### src/rtl/iupac_degenerate_pattern_search_assert.svh
// Assertion macros shared by the search RTL.
// Each macro samples on i_clk and is disabled while i_rst_n is low.
`ifndef IUPAC_DEGENERATE_PATTERN_SEARCH_ASSERT_SVH
`define IUPAC_DEGENERATE_PATTERN_SEARCH_ASSERT_SVH

// The consequent must hold in the same cycle as the antecedent.
`define IDPS_ASSERT_IMPLY(lbl, ante, cons) \
    lbl: assert property (@(posedge i_clk) disable iff (!i_rst_n) (ante) |-> (cons)) \
        else $error("same-cycle check failed");

// The consequent must hold in the cycle after the antecedent.
`define IDPS_ASSERT_NEXT(lbl, ante, cons) \
    lbl: assert property (@(posedge i_clk) disable iff (!i_rst_n) (ante) |=> (cons)) \
        else $error("next-cycle check failed");

`endif

### src/rtl/idps_pkg.sv
// Types, codes and character-class functions for the IUPAC pattern search.
// No dependencies; used by idps_class_match and the top level.
`default_nettype none

package idps_pkg;

    localparam int NEEDLE_STORED = 32;
    localparam int LEN_W         = 7;
    localparam int COUNT_W       = 32;
    localparam int CFG_DATA_W    = 64;
    localparam int CFG_INDEX_W   = 3;
    localparam int CFG_WORDS     = 4;

    localparam logic [CFG_INDEX_W-1:0] CFG_NEEDLE_LENGTH   = 3'd0;
    localparam logic [CFG_INDEX_W-1:0] CFG_NEEDLE_CHARS_0  = 3'd1;
    localparam logic [CFG_INDEX_W-1:0] CFG_NEEDLE_CHARS_1  = 3'd2;
    localparam logic [CFG_INDEX_W-1:0] CFG_NEEDLE_CHARS_2  = 3'd3;
    localparam logic [CFG_INDEX_W-1:0] CFG_NEEDLE_CHARS_3  = 3'd4;

    localparam logic [1:0] ST_FOUND     = 2'd0;
    localparam logic [1:0] ST_NOT_FOUND = 2'd1;
    localparam logic [1:0] ST_BAD_CODE  = 2'd2;

    localparam logic [7:0] CH_UPPER_A = 8'h41;
    localparam logic [7:0] CH_UPPER_Z = 8'h5A;
    localparam logic [7:0] CH_A = 8'h61;
    localparam logic [7:0] CH_C = 8'h63;
    localparam logic [7:0] CH_G = 8'h67;
    localparam logic [7:0] CH_T = 8'h74;
    localparam logic [7:0] CH_U = 8'h75;
    localparam logic [7:0] CH_N = 8'h6E;
    localparam logic [7:0] CH_R = 8'h72;
    localparam logic [7:0] CH_Y = 8'h79;
    localparam logic [7:0] CH_S = 8'h73;
    localparam logic [7:0] CH_W = 8'h77;
    localparam logic [7:0] CH_K = 8'h6B;
    localparam logic [7:0] CH_M = 8'h6D;
    localparam logic [7:0] CH_B = 8'h62;
    localparam logic [7:0] CH_D = 8'h64;
    localparam logic [7:0] CH_H = 8'h68;
    localparam logic [7:0] CH_V = 8'h76;

    typedef struct packed {
        logic [7:0] hay_byte;
        logic       is_last;
    } t_in_item;

    typedef struct packed {
        logic [1:0]  status;
        logic [31:0] match_start;
    } t_out_item;

    // Bases are one bit each: a, c, g, t from bit 0 upward.
    typedef struct packed {
        logic       any;
        logic       bad;
        logic [3:0] bases;
    } t_code_class;

    function automatic logic [7:0] fold_lower(input logic [7:0] c);
        logic [7:0] r;
        r = c;
        if (c >= CH_UPPER_A && c <= CH_UPPER_Z) begin
            r = c + 8'd32;
        end
        return r;
    endfunction

    function automatic logic [3:0] base_class(input logic [7:0] c);
        logic [3:0] r;
        unique case (fold_lower(c))
            CH_A:    r = 4'b0001;
            CH_C:    r = 4'b0010;
            CH_G:    r = 4'b0100;
            CH_T:    r = 4'b1000;
            default: r = 4'b0000;
        endcase
        return r;
    endfunction

    function automatic t_code_class code_class(input logic [7:0] c);
        t_code_class r;
        r = '{any: 1'b0, bad: 1'b0, bases: 4'b0000};
        unique case (fold_lower(c))
            CH_A:       r.bases = 4'b0001;
            CH_C:       r.bases = 4'b0010;
            CH_G:       r.bases = 4'b0100;
            CH_T, CH_U: r.bases = 4'b1000;
            CH_R:       r.bases = 4'b0101;
            CH_Y:       r.bases = 4'b1010;
            CH_S:       r.bases = 4'b0110;
            CH_W:       r.bases = 4'b1001;
            CH_K:       r.bases = 4'b1100;
            CH_M:       r.bases = 4'b0011;
            CH_B:       r.bases = 4'b1110;
            CH_D:       r.bases = 4'b1101;
            CH_H:       r.bases = 4'b1011;
            CH_V:       r.bases = 4'b0111;
            CH_N:       r.any   = 1'b1;
            default:    r.bad   = 1'b1;
        endcase
        return r;
    endfunction

endpackage

`default_nettype wire

### src/rtl/idps_class_match.sv
// Per-position needle decode and class test against one haystack byte.
// Depends on idps_pkg for the code and base class functions.
`default_nettype none

module idps_class_match #(
    parameter int MAX_NEEDLE = 32
) (
    input  wire logic [5:0]                             i_needle_length,
    input  wire logic [idps_pkg::NEEDLE_STORED*8-1:0]   i_needle_chars,
    input  wire logic [7:0]                             i_hay_byte,
    output logic [idps_pkg::LEN_W-1:0]                  o_used_len,
    output logic                                        o_bad,
    output logic [MAX_NEEDLE-1:0]                       o_accept,
    output logic [MAX_NEEDLE-1:0]                       o_last_sel
);
    import idps_pkg::*;

    logic [LEN_W-1:0]      used_len;
    logic [3:0]            hay_bases;
    logic [MAX_NEEDLE-1:0] bad_pos;

    assign used_len   = ({1'b0, i_needle_length} > LEN_W'(MAX_NEEDLE)) ?
                        LEN_W'(MAX_NEEDLE) : {1'b0, i_needle_length};
    assign hay_bases  = base_class(i_hay_byte);
    assign o_used_len = used_len;
    assign o_bad      = |bad_pos;

    for (genvar gi = 0; gi < MAX_NEEDLE; gi++) begin : g_pos
        logic [7:0]  pos_char;
        t_code_class pos_cls;
        logic        in_use;

        // Positions past the stored characters read as a zero byte.
        if (gi < NEEDLE_STORED) begin : g_stored
            assign pos_char = i_needle_chars[gi*8 +: 8];
        end else begin : g_blank
            assign pos_char = 8'h00;
        end

        assign pos_cls        = code_class(pos_char);
        assign in_use         = LEN_W'(gi) < used_len;
        assign bad_pos[gi]    = in_use & pos_cls.bad;
        assign o_accept[gi]   = in_use & ~pos_cls.bad &
                                (pos_cls.any | (|(pos_cls.bases & hay_bases)));
        assign o_last_sel[gi] = used_len == LEN_W'(gi + 1);
    end

endmodule

`default_nettype wire

### src/rtl/iupac_degenerate_pattern_search.sv
// Path: a byte is held in the input register, then one update writes its result to the result register.
// Throughput: one haystack byte per cycle while no waiting result is stalled.
// The input side stalls only while its register is full and a waiting result is stalled.
// Reset (synchronous, active low) clears the needle registers, search state and valid flags.
// Depends on idps_pkg, idps_class_match and iupac_degenerate_pattern_search_assert.svh.
`default_nettype none

`include "iupac_degenerate_pattern_search_assert.svh"

module iupac_degenerate_pattern_search #(
    parameter int MAX_NEEDLE = 32
) (
    input  wire logic                             i_clk,
    input  wire logic                             i_rst_n,
    input  wire logic                             i_cfg_we,
    input  wire logic [idps_pkg::CFG_INDEX_W-1:0] i_cfg_index,
    input  wire logic [idps_pkg::CFG_DATA_W-1:0]  i_cfg_wdata,
    input  wire logic                             i_in_valid,
    output logic                                  o_in_stall,
    input  wire idps_pkg::t_in_item               i_in_item,
    output logic                                  o_out_valid,
    input  wire logic                             i_out_stall,
    output idps_pkg::t_out_item                   o_out_item
);
    import idps_pkg::*;

    logic [5:0]                  r_needle_length;
    logic [CFG_DATA_W-1:0]       r_needle_chars [CFG_WORDS];

    logic                        r_in_valid;
    t_in_item                    r_in_item;
    logic                        r_out_valid;
    t_out_item                   r_out_item;

    logic [MAX_NEEDLE-1:0]       r_pmv;
    logic [COUNT_W-1:0]          r_bytes_seen;
    logic                        r_answered;

    logic [MAX_NEEDLE-1:0]       n_pmv;
    logic [COUNT_W-1:0]          n_bytes_seen;
    logic                        n_answered;
    logic                        n_out_valid;
    t_out_item                   n_out_item;

    logic                        out_block;
    logic                        in_fire;
    logic                        step_fire;
    logic [LEN_W-1:0]            used_len;
    logic                        needle_bad;
    logic [MAX_NEEDLE-1:0]       accept;
    logic [MAX_NEEDLE-1:0]       last_sel;
    logic [MAX_NEEDLE:0]         shifted_full;
    logic [MAX_NEEDLE-1:0]       pmv_step;
    logic [COUNT_W-1:0]          bytes_inc;

    assign out_block  = r_out_valid & i_out_stall;
    assign o_in_stall = r_in_valid & out_block;
    assign in_fire    = i_in_valid & ~o_in_stall;
    assign step_fire  = r_in_valid & ~out_block;

    assign o_out_valid = r_out_valid;
    assign o_out_item  = r_out_item;

    idps_class_match #(
        .MAX_NEEDLE (MAX_NEEDLE)
    ) u_class_match (
        .i_needle_length (r_needle_length),
        .i_needle_chars  ({r_needle_chars[3], r_needle_chars[2],
                           r_needle_chars[1], r_needle_chars[0]}),
        .i_hay_byte      (r_in_item.hay_byte),
        .o_used_len      (used_len),
        .o_bad           (needle_bad),
        .o_accept        (accept),
        .o_last_sel      (last_sel)
    );

    always_ff @(posedge i_clk) begin
        if (!i_rst_n) begin
            r_needle_length <= '0;
            for (int w = 0; w < CFG_WORDS; w++) begin
                r_needle_chars[w] <= '0;
            end
        end else if (i_cfg_we) begin
            unique case (i_cfg_index)
                CFG_NEEDLE_LENGTH:  r_needle_length   <= i_cfg_wdata[5:0];
                CFG_NEEDLE_CHARS_0: r_needle_chars[0] <= i_cfg_wdata;
                CFG_NEEDLE_CHARS_1: r_needle_chars[1] <= i_cfg_wdata;
                CFG_NEEDLE_CHARS_2: r_needle_chars[2] <= i_cfg_wdata;
                CFG_NEEDLE_CHARS_3: r_needle_chars[3] <= i_cfg_wdata;
                default: ;
            endcase
        end
    end

    assign shifted_full = {r_pmv, 1'b1};
    assign pmv_step     = shifted_full[MAX_NEEDLE-1:0] & accept;
    assign bytes_inc    = (r_bytes_seen == '1) ? r_bytes_seen : r_bytes_seen + 1'b1;

    always_comb begin
        n_pmv        = r_pmv;
        n_bytes_seen = r_bytes_seen;
        n_answered   = r_answered;
        n_out_valid  = out_block;
        n_out_item   = r_out_item;
        if (step_fire) begin
            n_out_valid = 1'b0;
            n_out_item  = '{status: ST_NOT_FOUND, match_start: '0};
            if (r_answered) begin
                if (r_in_item.is_last) begin
                    n_pmv        = '0;
                    n_bytes_seen = '0;
                    n_answered   = 1'b0;
                end
            end else begin
                n_bytes_seen = bytes_inc;
                if (needle_bad || used_len == '0) begin
                    n_out_valid       = 1'b1;
                    n_out_item.status = needle_bad ? ST_BAD_CODE : ST_FOUND;
                    n_answered        = 1'b1;
                end else begin
                    n_pmv = pmv_step;
                    if (|(pmv_step & last_sel)) begin
                        n_out_valid            = 1'b1;
                        n_out_item.status      = ST_FOUND;
                        n_out_item.match_start = r_bytes_seen -
                                                 {{(COUNT_W-LEN_W){1'b0}}, used_len} +
                                                 1'b1;
                        n_answered             = 1'b1;
                    end else if (r_in_item.is_last) begin
                        n_out_valid       = 1'b1;
                        n_out_item.status = ST_NOT_FOUND;
                    end
                end
                if (r_in_item.is_last) begin
                    n_pmv        = '0;
                    n_bytes_seen = '0;
                    n_answered   = 1'b0;
                end
            end
        end
    end

    always_ff @(posedge i_clk) begin
        if (!i_rst_n) begin
            r_in_valid   <= 1'b0;
            r_out_valid  <= 1'b0;
            r_pmv        <= '0;
            r_bytes_seen <= '0;
            r_answered   <= 1'b0;
        end else begin
            r_in_valid   <= in_fire | (r_in_valid & ~step_fire);
            r_out_valid  <= n_out_valid;
            r_pmv        <= n_pmv;
            r_bytes_seen <= n_bytes_seen;
            r_answered   <= n_answered;
        end
    end

    always_ff @(posedge i_clk) begin
        if (in_fire) begin
            r_in_item <= i_in_item;
        end
        r_out_item <= n_out_item;
    end

    `IDPS_ASSERT_NEXT(a_last_clears, step_fire && r_in_item.is_last,
        r_bytes_seen == '0 && !r_answered && r_pmv == '0)
    `IDPS_ASSERT_NEXT(a_no_result_after_answer, step_fire && r_answered, !r_out_valid)
    `IDPS_ASSERT_NEXT(a_last_gives_result, step_fire && !r_answered && r_in_item.is_last,
        r_out_valid)
    `IDPS_ASSERT_IMPLY(a_answered_counts, r_answered, r_bytes_seen != '0)

endmodule

`default_nettype wire
### config.mk
export PLATFORM = sky130hd
export DESIGN_NAME = iupac_degenerate_pattern_search
export DESIGN_NICKNAME = d
export VERILOG_FILES = /design/src/rtl/idps_pkg.sv /design/src/rtl/idps_class_match.sv /design/src/rtl/iupac_degenerate_pattern_search.sv
export VERILOG_INCLUDE_DIRS = /design/src /design/src/rtl
export SDC_FILE = /design/constraint.sdc
export NUM_CORES = 1
export LEC_CHECK = 0
export BUFFER_PORTS_ARGS = -buffer_cell sky130_fd_sc_hd__buf_4
export CAP_MARGIN = 20
export CORE_MARGIN = 4
export CORE_UTILIZATION = 50
export DETAILED_ROUTE_END_ITERATION = 12
export GPL_ROUTABILITY_DRIVEN = 0
export HOLD_SLACK_MARGIN = 0.12
export PLACE_DENSITY = 0.77
export SETUP_SLACK_MARGIN = 0.2
export SLEW_MARGIN = 25
export SYNTH_ARGS = -nofsm -noshare
export SYNTH_HDL_FRONTEND = slang
export SYNTH_SLANG_ARGS = --single-unit
### constraint.sdc
create_clock -name i_clk -period 9.34 [get_ports i_clk]
set_input_delay 1.401 -clock i_clk [delete_from_list [all_inputs] [get_ports i_clk]]
set_output_delay 1.401 -clock i_clk [all_outputs]
set_load 0.005 [all_outputs]
# Word level (Yosys, flattened, before mapping)

Memory sizes are Yosys's and may differ from the RTL's.
Index checks and enable logic that the tools add are counted.

Reduce and logical (&&, ||, !) cells: 138
Eq/ne operators: 556
Div/mod/pow operators: 0
$lt $le $gt $ge: 99
$add $sub $neg: 36
Multipliers: 0
Bitwise operators: 176
Mux-type cells: 172
Shift operators: 0

Operators by type and width:

| cell                  | number |
|---|---|
| $eq 8x7->1 const B    | 516 |
| $pmux 4 s14           | 32 |
| $reduce_or 16->1      | 32 |
| $add 8x6->8 const B   | 33 |
| $ge 8x7->1 const B    | 33 |
| $le 8x7->1 const B    | 33 |
| $mux 8                | 33 |
| $mux 64               | 4 |
| $and 4x4->4           | 32 |
| $mux 32               | 4 |
| $reduce_or 4->1       | 32 |
| $eq 7x5->1 const B    | 16 |
| $lt 5x7->1 const A    | 16 |
| $and 1x1->1           | 101 |
| $mux 31               | 3 |
| $mux 1                | 92 |
| $add 32x1->32 const B | 2 |
| $and 32x32->32        | 2 |
| $reduce_or 2->1       | 32 |
| $reduce_or 32->1      | 2 |
| $eq 7x4->1 const B    | 8 |
| $lt 4x7->1 const A    | 8 |
| $or 1x1->1            | 37 |
| $logic_and 1x1->1     | 33 |
| other kinds (24)      | 41 |

Bits in latches: 0
Bits in writable memories: 256
ROM bits: 0
Register bits after elaboration: 115
Word-level logic and storage cells: 1188
Memories: 1
Bits of input ports: 81
Output and inout bits: 36

Memories:

| memory         | depth | bits a word | rd ports | clocked after Yosys merged registers in | wr ports | line                                  | text |
|---|---|---|---|---|---|---|---|
| r_needle_chars | 4     | 64          | 4        | 0                                       | 4        | iupac_degenerate_pattern_search.sv:28 | `logic [CFG_DATA_W-1:0] r_needle_chars [CFG_WORDS];` |

# Logic depth before layout (Yosys ltp)

An unclocked memory read counts as a cell.

Word-level depth: 18
Mapped depth: 18
Depth with buffers taken out: 16

# Cells and area by module

A second synthesis with hierarchy kept.

Cells, all modules: 3588
Area, all modules: 29604.6 µm²

By module, submodules not included:

| module                          | cells an instance | sequential area each (µm²) | area an instance (µm²) | instances |
|---|---|---|---|---|
| iupac_degenerate_pattern_search | 1354              | 10420.0                    | 16339.4                | 1 |
| idps_class_match                | 2234              | 0.0                        | 13265.2                | 1 |

# Least setup slack after synthesis

Ideal clock, no wire load.

Path kind: in2reg
From: input i_cfg_we
To: memory r_needle_chars[1][0] (enable)
Path buffers: 0
Slack: 2.554 ns
Cell stages on the path: 2
Setup time: 0.582 ns
Required time: 8.758 ns
Data arrival time: 6.204 ns
Path through: nand2_1 -> o31ai_1

RTL lines:

| element     | line                                  | text |
|---|---|---|
| from (decl) | iupac_degenerate_pattern_search.sv:15 | `input wire logic i_cfg_we,` |
| to (decl)   | iupac_degenerate_pattern_search.sv:28 |  |

# Worst setup path in the final report

From: register r_needle_length[5]
To: register r_out_item, in the netlist o_out_item[30] (data pin)

Longest elaborated chain between the ends: 10
Elaborated cells on any way between the ends: 172

Ends and longest elaborated chain:

| element                                               | line                                   | text |
|---|---|---|
| from (decl)                                           | iupac_degenerate_pattern_search.sv:27  | `logic [5:0] r_needle_length;` |
| from (signal assigned)                                | iupac_degenerate_pattern_search.sv:85  | `CFG_NEEDLE_LENGTH: r_needle_length <= i_cfg_wdata[5:0];` |
| $gt 6x6->1                                            | idps_class_match.sv:22                 | `assign used_len = ({1'b0, i_needle_length} > LEN_W'(MAX_NEEDLE)) ?` |
| $mux 6 (*)                                            | idps_class_match.sv:22                 |  |
| branches (longest 8 deep; another with $sub 32x7->32) | --                                     |  |
| to (signal assigned)                                  | iupac_degenerate_pattern_search.sv:163 | `r_out_item <= n_out_item;` |
| to (decl)                                             | iupac_degenerate_pattern_search.sv:33  | `t_out_item r_out_item;` |

Every way passes the cells marked *.
A chain may end at the register's enable or synchronous reset.

==> qor.txt <==
Worst-Margin Slew - 1.19 ns
Post-CTS Hold Buffers - 0
via/cell ratio - 6.53
met3 WL - 9.52 mm
via count - 28.1k
Seq cells post-synth - 371
met2 wire length - 40.2 mm
synthesized instance count - 3,588
CTS tree - built
Worst EP arrival - 5.19 ns
Setup WS pre-CTS - 4.65 ns
global-route wire length before repair - 141 mm
Clk pin slew, worst setup/hold paths - 0.06 ns
leading area contributor after synthesis - edfxtp_1
crit share post-route - 0.518
worst-path cell chain - clkinv_1, ha_1, ha_1, or4_1, a21oi_1, o31ai_1, a31oi_1, o221a_2, o21ai_1, a21o_1, a21oi_1, mux2i_1, nor4_2
CP endpoint kind - flip-flop
critical path's slowest cell - dfxtp_1
post-cts resize count - 0
Synth top area share - 0.293
Clk Latency, worst-skew pair - 0.62 ns
ratio of cells with drive above 1 in the final layout - 0.0862
most common cell in the netlist - edfxtp_1
max-cap viol count - 0
CTS H-tree lvls - 2
Slew Viols, Final - 0
CP max FO - 22
clock skew - 0.0332 ns
CTS Buffer Depth - 3
Cell Count Post-Placement - 4,211
Cell variety after synth - 107
CTS Buf Count - 46
Worst path max stage delay - 0.82 ns
TNS Setup - 0 ns
Pleak - 11.9 nW
switching part of the total - 0.297
Main synth FF type - edfxtp_1
total track usage - 0.266
Post-Synth Adder-Cell Area - 0.0415
RSZ-0062 raised after global routing - no
via count of the first global-routing pass - 24.8k
Post-layout nets - 3,655
Netlist Area Pre-Place - 0.0306 mm²
Worst setup SP type - flip-flop
mux cell area share after synthesis - 0.0131
chip width - 255 µm
Post-DRT Antenna Nets - 0
drt pass-1 iters - 7
xor/xnor cell area share of the yosys netlist - 0.0439
post-DR wirelength/cell - 21.4 µm
core area - 0.0605 mm²
Finish-stage setup viols - 0
Post-synth EDFFs - 299
Worst EP required - 9.69 ns
pwr dens - 142 mW/mm²
largest family of logic cells by synthesized area - simple AND/OR/NAND/NOR gates
final std cells w/o fill - 4,296
Hold WC Path Type - reg -> reg
DRC - 0
DR top layer - met4
Sw Pwr - 0.00140 W
Congestion Overflow GR - 0
setup bufs post-CTS - 0
FF+latch area - 0.0104 mm²
Seq/Total Area, Yosys - 0.340
DRT iter0 DRCs - 3,794
HPWL after DPL - 64.7 mm
asr flop ratio synth - 0
die area - 0.0652 mm²
Ys Warns - 0
clock sink count - 371
Reg power frac - 0.448
Area growth syn-to-layout - 8.13%
Max Freq - 207 MHz
height of the die - 255 µm
Clk network pwr share - 0.398
Ports - 117
root buf cell - clkbuf_16
count of final hold-check violations - 0
IO Port Bufs - 116
Core Rows - 90
syn avg cell area - 8.53 µm²
Rel. slew slack - 0.202
routed wire length - 92.0 mm
Worst VDD drop - 140 µV
Synth Area in Compound Gates - 0.222
P_int - 0.00331 W
setup ws final - 4.50 ns
filler cell count - 5,308
simple logic cell fraction of the synthesized area - 0.278
largest net degree at the start of global routing - 65
multi-input logic area - 0.0185 mm²
n_diodes - 0
initial antenna violation count - 0
Starting Density - 0.506
worst setup path category - reg -> reg
status - finished, final reports clean
post-layout minimum cycle time - 4.84 ns
post-synth net total - 3,765
Comb pwr share - 0.154
ranking of synthesized cells by area - edfxtp_1 (29%), and2_1 (5.5%), dfxtp_1 (4.7%)
synth cell count leaders - edfxtp_1 (299), and2_1 (270), nor2_1 (237)
routed metal-1 wirelength - 37.0 mm
-- power by group through the flow --
stage               Combinational [W]  Clock, W  Sequential [W]
global route                 0.000787   0.00196         0.00213
detailed placement           0.000704         0         0.00213
floorplan                    0.000645         0         0.00196
CTS                          0.000710   0.00190         0.00210
global placement             0.000696         0         0.00213
finish                       0.000726   0.00188         0.00211
-- layout by cell type, fill, tap and decap left out, types with 95 or more instances in the layout --
cell        n
edfxtp_1  299
and2_1    270
nor2_1    235
nand2_1   201
o21ai_0   199
a21oi_1   181
inv_1     156
buf_4     139
nor2b_1   120
nor3_1    117
ha_1       95
-- registers in the layout (all words and copies together) (netlist names) --
name and count:
r_answered 1, r_needle_length 6, r_needle_chars 256, r_bytes_seen 32, o_out_item 34, r_in_item 9
r_pmv 31, o_out_valid 1, r_in_valid 1
-- cell type report --
cell class / count / share of cell area
clock buffers: 51 / 0.0360
inverters: 159 / 0.0180
flip-flops and latches: 371 / 0.315
repair buffers: 140 / 0.0324
multi-input cells: 2760 / 0.558
well taps: 782 / 0.0296
clock inverters: 33 / 0.0115
-- worst max-delay path: cells and delay by family (launching register included) --
kind            cells  cell delay [ns]
simple gates        2             0.59
mux                 1             0.25
buf+inv             1             0.51
fa+ha+maj           2             0.66
flops               1             0.82
compound gates      7             1.74
-- kinds of logic after synthesis --
kind of cell | count (synthesis)
AOI/OAI and AO/OA | 984
xor gates and xnor gates | 146
adders and majority gates | 102
buffers and inverters | 457
DFF | 371
muxes | 39
and+or+nand+nor | 1489
-- layer usage --
metal,GRT usage,vias up
li1,-,13100
met1,0.360,13200
met2,0.407,1449
met3,0.0562,333
met4,0.126,0
met5,0,-
-- path summary, 6_finish.rpt --
kind	end	slack (ns)	cells after the start	startpoint
setup reg to reg	o_out_item[30]	4.50	13	r_needle_length[5]
setup / recovery	o_out_item[30]	4.50	13	r_needle_length[5]
hold reg to reg	r_pmv[24]	0.46	2	r_pmv[24]
hold / removal	r_pmv[24]	0.46	2	r_pmv[24]
-- per-stage QoR --
step                 util  power, W  hold WS, ns  cell area (µm²)
finish              0.547   0.00471        0.463            33100
global route        0.547   0.00488        0.476            33100
CTS                 0.547   0.00471        0.459            33100
detailed placement  0.521   0.00284        0.446            31500
global placement    0.521   0.00282        0.443            31500
floorplan               -   0.00261        0.430            30600
Power figures use the tool's default switching activity.
